`src/hw/rtl/csw_pkg.sv`:
```
// ----------------------------------------------------------------------------
// Capture stream watchdog package
// Shared types, register indexes and scaling constants of the watchdog.
// ----------------------------------------------------------------------------
package csw_pkg;

    localparam int TIME_BITS_DEF = 48;

    localparam int BYTE_W   = 48;
    localparam int GOT_W    = 32;
    localparam int SINCE_W  = 32;
    localparam int CFG_IDX_W  = 3;
    localparam int CFG_DATA_W = 48;

    // 130% of the expected interval and 70% of the expected rate, scaled so
    // that both checks stay in integers.
    localparam logic [20:0] Q_SCALE = 21'd1300000;
    localparam logic [23:0] G_SCALE = 24'd10000000;

    localparam logic [7:0]  SLOW_CNT_MAX = 8'hFF;

    localparam logic [CFG_IDX_W-1:0] CFG_BYTE_TARGET    = 3'd0;
    localparam logic [CFG_IDX_W-1:0] CFG_EXPECTED_RATE  = 3'd1;
    localparam logic [CFG_IDX_W-1:0] CFG_TRANSFER_BYTES = 3'd2;
    localparam logic [CFG_IDX_W-1:0] CFG_SLOW_LIMIT     = 3'd3;
    localparam logic [CFG_IDX_W-1:0] CFG_IDLE_LIMIT_US  = 3'd4;

    localparam logic [7:0]  SLOW_LIMIT_RST = 8'd1;
    localparam logic [31:0] IDLE_LIMIT_RST = 32'd1000000;

    typedef enum logic [2:0] {
        V_OK    = 3'd0,
        V_DONE  = 3'd1,
        V_RETRY = 3'd2,
        V_WARN  = 3'd3,
        V_ABORT = 3'd4
    } t_verdict;

    typedef struct packed {
        logic [BYTE_W-1:0] byte_target;
        logic [31:0]       expected_rate;
        logic [31:0]       transfer_bytes;
        logic [7:0]        slow_run_limit;
        logic [31:0]       idle_limit_us;
    } t_cfg;

    // Load strobes of the two judging stages.
    typedef struct packed {
        logic en2;
        logic en3;
    } t_stage_en;

    // One event after the slowness decision, as seen by the tracker.
    typedef struct packed {
        logic [GOT_W-1:0]  got;
        logic [BYTE_W-1:0] now;
        logic              hist;
        logic              slow;
    } t_judged;

endpackage

```
`src/hw/rtl/csw_slow_judge.sv`:
```
// ----------------------------------------------------------------------------
// Slowness judge
// Two-stage datapath: registered products, then the registered slow flag.
// ----------------------------------------------------------------------------
module csw_slow_judge (
    input  logic                 i_clk,
    input  csw_pkg::t_stage_en   i_en,
    input  logic [30:0]          i_since,
    input  logic [31:0]          i_got,
    input  logic [31:0]          i_rate,
    input  logic [31:0]          i_transfer,
    output logic                 o_slow
);
    import csw_pkg::*;

    logic [62:0] r_p;
    logic [52:0] r_q;
    logic [55:0] r_g;
    logic [65:0] p7;
    logic        n_slow;
    logic        r_slow;

    always_ff @(posedge i_clk) begin
        if (i_en.en2) begin
            r_p <= i_since * i_rate;
            r_q <= i_transfer * Q_SCALE;
            r_g <= i_got * G_SCALE;
        end
    end

    // The rate check compares 7*p against got*10^7, which is the same as
    // p > floor(got*10^7 / 7).
    always_comb begin
        p7     = {r_p, 3'b000} - {3'b000, r_p};
        n_slow = ({1'b0, r_p} > {11'd0, r_q}) || (p7 > {10'd0, r_g});
    end

    always_ff @(posedge i_clk) begin
        if (i_en.en3) begin
            r_slow <= n_slow;
        end
    end

    assign o_slow = r_slow;

endmodule

```
`config.mk`:
```
export PLATFORM = sky130hd
export DESIGN_NAME = csw_slow_judge
export DESIGN_NICKNAME = d
export VERILOG_FILES = /design/src/hw/rtl/csw_pkg.sv /design/src/hw/rtl/csw_slow_judge.sv
export SDC_FILE = /design/constraint.sdc
export NUM_CORES = 2
export LEC_CHECK = 0
export ABC_AREA = 1
export ABC_CLOCK_PERIOD_IN_PS = 9440
export BUFFER_PORTS_ARGS = -buffer_cell sky130_fd_sc_hd__buf_4
export CAP_MARGIN = 20
export CORE_ASPECT_RATIO = 0.9
export CORE_MARGIN = 5
export CORE_UTILIZATION = 43
export CTS_CLUSTER_SIZE = 25
export DETAILED_ROUTE_END_ITERATION = 12
export GPL_TIMING_DRIVEN = 0
export PLACE_DENSITY = 0.56
export SLEW_MARGIN = 20
export SYNTH_ARGS = -nofsm -noshare
export SYNTH_HDL_FRONTEND = slang
export SYNTH_SLANG_ARGS = --single-unit
```
`constraint.sdc`:
```
create_clock -name i_clk -period 9.44 [get_ports i_clk]
set_clock_uncertainty 0.2 [all_clocks]
set_input_delay 0.472 -clock i_clk [delete_from_list [all_inputs] [get_ports i_clk]]
set_output_delay 0.472 -clock i_clk [all_outputs]
set_load 0.005 [all_outputs]
```
==> flow_summary.json <==
{
  "post_synth_xor_area_fraction": 0.0258,
  "path_cells": "buf_4 -> clkbuf_1 -> nand2_1 -> fa_1 -> fa_1 -> inv_1 -> fa_1 -> fa_1 -> fa_1 -> fa_1 -> fa_1 -> inv_1 -> fa_1 -> inv_1 -> ha_1 -> nand2_1 -> nor2_1 -> nand2_1 -> nor4_1 -> nand3_1 -> nand3_1 -> xor2_1",
  "routed_wire_length_per_instance_um": 21.6,
  "vias_per_cell": 5.12,
  "path_delay_family": "adder cells",
  "cts_repair_resize_count": 0,
  "synth_compound_gate_area_share": 0.0562,
  "drtAntennaViolNets": 0,
  "ctsHtreeMaxLevel": 4,
  "layout.area.seq_um2": 4830,
  "setup.worst_path.class": "input port to register",
  "report.final.hold_viol_count": 0,
  "number_of_cts_inserted_buffers": 17,
  "detailedRoute.firstPassIterationCount": 6,
  "synth.yosys.warnings": 0,
  "rsz0062_at_grt": "false",
  "cts.path.max_buffers": 2,
  "synth_mux_area_frac": 0,
  "yosys_register_bits": 161,
  "post_route_cells_drive_above_1_share": 0.0366,
  "cts_post_setup_buffers_inserted": 0,
  "outcome": "finished, final reports clean",
  "setup_viol": 0,
  "critPathCaptureType": "register",
  "cts.sink_count": 161,
  "drt_iter0_drc": 4425,
  "post_route_drc": 0,
  "r2r_setup_slack_ps": 4140,
  "gp_congestion": 0.993,
  "timing.final.max_slew_violations": 0,
  "final_nets": 10400,
  "min-delay-path-class": "input port to register",
  "initial_antenna_violation_count": 10,
  "core.rowCount": 135,
  "setup_tns_ps": 0,
  "clockRootBuffer": "sky130_fd_sc_hd__clkbuf_16",
  "detail_route.wirelength_mm": 219,
  "clkTransAtPathRegs_ps": 80,
  "fp.dieH_um": 379,
  "synth.distinct_cells": 54,
  "slew-limit-headroom": 0.164,
  "timing.critical_path.slowest_cell_delay_ps": 880,
  "period_share": 0.886,
  "global_route.overflow_total": 0,
  "buffer_ports.inserted": 130,
  "ys.flop_type": "sky130_fd_sc_hd__edfxtp_1",
  "fillers": 15300,
  "number_of_flops_mapped_to_enable_cells_by_yosys": 161,
  "synth_area_um2": 64900,
  "die_width_um": 420,
  "max_slew.worst_pin.slew_ps": 1250,
  "syn_avg_cell_area_um2": 8.13,
  "timing.max_cap.violations": 0,
  "globalRouteTotalUtil": 0.280,
  "synth_top_family_by_area": "adder cells",
  "ys_async_sr_fraction": 0,
  "first_pass_grt_wire_length_mm": 333,
  "initial_core_util": 0.432,
  "total_area_of_multi_input_combinational_cells_um2": 50500,
  "worstPathBufferInverterCount": 5,
  "syn_to_final_growth_pct": 6.41,
  "dr_total_vias": 51900,
  "timing.critical_path.arrival_ps": 8400,
  "timing.fmax_mhz": 120,
  "dp_hpwl_mm": 191,
  "yosysSeqAreaShare": 0.0744,
  "fp.dieArea_um2": 159000,
  "cpMaxStageDelayCell": "sky130_fd_sc_hd__clkbuf_1",
  "cts_tree": "yes",
  "design.core.area_um2": 150000,
  "worstPathRequired_ps": 9480,
  "io_pins": 131,
  "grt_pass1_vias": 53800,
  "worstSkewPairLatency_ps": 470,
  "post_synth_fa_ha_maj_area_fraction": 0.552,
  "worst_setup_path_start_kind": "input port",
  "pin_count_of_the_biggest_net_entering_global_routing": 98,
  "layout_min_cycle_time_ps": 8360,
  "synth_cells": 7984,
  "mappedNetlistNets": 10200,
  "cp_common_cell": "sky130_fd_sc_hd__fa_1",
  "path_max_fanout": 10,
  "simple_gate_portion_of_the_synthesized_area": 0.143
}
==> layout make-up <==
| class | instances | area share |
|---|---|---|
| antenna | 2 | 0.0000724 |
| buffer | 189 | 0.0106 |
| clock buffer | 17 | 0.00616 |
| clock inverter | 15 | 0.00261 |
| inverter | 2377 | 0.129 |
| multi-input combinational | 5257 | 0.730 |
| sequential | 161 | 0.0700 |
| tap | 1986 | 0.0360 |
| timing repair buffer | 134 | 0.0151 |
==> synthesized netlist by cell type (9+ instances only) <==
master	count	area share
sky130_fd_sc_hd__fa_1	1230	0.38
sky130_fd_sc_hd__o21ai_1	18	0.0014
sky130_fd_sc_hd__nor2_1	368	0.021
sky130_fd_sc_hd__nand2_1	1682	0.097
sky130_fd_sc_hd__nor4_1	14	0.0013
sky130_fd_sc_hd__and3_1	9	0.00087
sky130_fd_sc_hd__ha_1	899	0.17
sky130_fd_sc_hd__nand3_1	96	0.0074
sky130_fd_sc_hd__a21o_1	27	0.0031
sky130_fd_sc_hd__nor2_2	13	0.0013
sky130_fd_sc_hd__o21bai_1	24	0.0028
sky130_fd_sc_hd__a31oi_1	40	0.0039
sky130_fd_sc_hd__nor3_1	30	0.0023
sky130_fd_sc_hd__o21ai_0	144	0.011
sky130_fd_sc_hd__a21oi_1	292	0.023
sky130_fd_sc_hd__a21oi_2	18	0.0024
sky130_fd_sc_hd__nand4_1	35	0.0034
sky130_fd_sc_hd__clkbuf_1	186	0.011
sky130_fd_sc_hd__edfxtp_1	161	0.074
sky130_fd_sc_hd__xor2_1	126	0.017
sky130_fd_sc_hd__nand3_2	11	0.0017
sky130_fd_sc_hd__nand2_2	29	0.0028
sky130_fd_sc_hd__o21a_1	21	0.0024
sky130_fd_sc_hd__inv_1	2369	0.14
sky130_fd_sc_hd__xnor2_1	65	0.0088
==> layer usage <==
metal | up-vias | GRT usage | routed length (µm)
li1 | 23800 | - | -
met1 | 25800 | 0.414 | 99800
met2 | 1916 | 0.413 | 91300
met3 | 322 | 0.0631 | 20500
met4 | 2 | 0.0779 | 7410
met5 | - | 0 | 13
==> flip-flops by register name, indices dropped and copies added (netlist names) <==
register and count:
o_slow 1, r_g 49, r_p 63, r_q 48
==> worst reg2reg max path: cells and delay by family, from the launching register on <==
kind,cells,cell delay [ps]
AND/OR/NAND/NOR,12,2290
adder cells (fa/ha/maj),2,710
flip-flops,1,600
buffers and inverters,3,270
AO/OA/AOI/OAI,4,820
XOR/XNOR,1,160
==> logic make-up (layout without fill, tap and decap cells) <==
| kind of cell | Yosys count | after routing |
|---|---|---|
| adders and majority gates | 2129 | 2129 |
| other | 0 | 2 |
| and+or+nand+nor | 2310 | 2310 |
| DFF | 161 | 161 |
| AOI/OAI and AO/OA | 627 | 627 |
| buffers and inverters | 2566 | 2732 |
| xor gates and xnor gates | 191 | 191 |
==> cells in the final DEF, fill, tap and decap left out, types with 5 or more instances in the layout <==
| master | count |
|---|---|
| sky130_fd_sc_hd__o21a_1 | 21 |
| sky130_fd_sc_hd__nand2_1 | 1682 |
| sky130_fd_sc_hd__o211ai_1 | 7 |
| sky130_fd_sc_hd__nor3_1 | 30 |
| sky130_fd_sc_hd__edfxtp_1 | 161 |
| sky130_fd_sc_hd__nand4_1 | 35 |
| sky130_fd_sc_hd__fa_1 | 1230 |
| sky130_fd_sc_hd__a21oi_1 | 292 |
| sky130_fd_sc_hd__a21o_1 | 27 |
| sky130_fd_sc_hd__nand3_2 | 11 |
| sky130_fd_sc_hd__nor4_1 | 14 |
| sky130_fd_sc_hd__a31oi_1 | 40 |
| sky130_fd_sc_hd__clkbuf_1 | 165 |
| sky130_fd_sc_hd__nor2_2 | 13 |
| sky130_fd_sc_hd__ha_1 | 899 |
| sky130_fd_sc_hd__inv_2 | 6 |
| sky130_fd_sc_hd__o21ai_2 | 7 |
| sky130_fd_sc_hd__o21ai_1 | 18 |
| sky130_fd_sc_hd__xnor2_1 | 65 |
| sky130_fd_sc_hd__nand2_2 | 29 |
| sky130_fd_sc_hd__clkbuf_16 | 17 |
| sky130_fd_sc_hd__a21oi_2 | 18 |
| sky130_fd_sc_hd__clkbuf_2 | 21 |
| sky130_fd_sc_hd__inv_1 | 2369 |
| sky130_fd_sc_hd__buf_4 | 129 |
| sky130_fd_sc_hd__nor2_1 | 368 |
| sky130_fd_sc_hd__o21bai_1 | 24 |
| sky130_fd_sc_hd__o21ai_0 | 144 |
| sky130_fd_sc_hd__xor2_1 | 126 |
| sky130_fd_sc_hd__and3_1 | 9 |
| sky130_fd_sc_hd__nand3_1 | 96 |
| sky130_fd_sc_hd__inv_8 | 5 |
==> final timing paths <==
check	endpoint	startpoint	cells past startpoint
worst max-delay path	r_p[50]	i_rate[17]	22
worst min-delay path	r_g[8]	i_got[1]	1
worst max register to register	o_slow	r_p[8]	22
worst min register to register	o_slow	r_p[62]	5
==> through the flow <==
stage / instances / utilization / hold slack [ps] / setup slack, ps / area (µm²)
global route: 10100 / 0.460 / 47.7 / 900 / 69100
detailed placement: 10100 / 0.456 / 473 / 631 / 68500
global placement: 10100 / 0.455 / 469 / 470 / 68400
finish: 10100 / 0.460 / 71.5 / 1080 / 69100
CTS: 10100 / 0.460 / 38.5 / 1140 / 69100
floorplan: 7984 / - / 371 / 2680 / 64900
==> what timing repair did <==
| item | 4_1_cts | 5_1_grt |
|---|---|---|
| setup endpoints to repair | 0 | 0 |
| hold buffers | 1 | 0 |
| endpoints found under the hold margin | 1 | 0 |
Power is left out: the tool's default activity adds up to more than one toggle a clock period on the data nets, which glitch-free logic cannot reach.
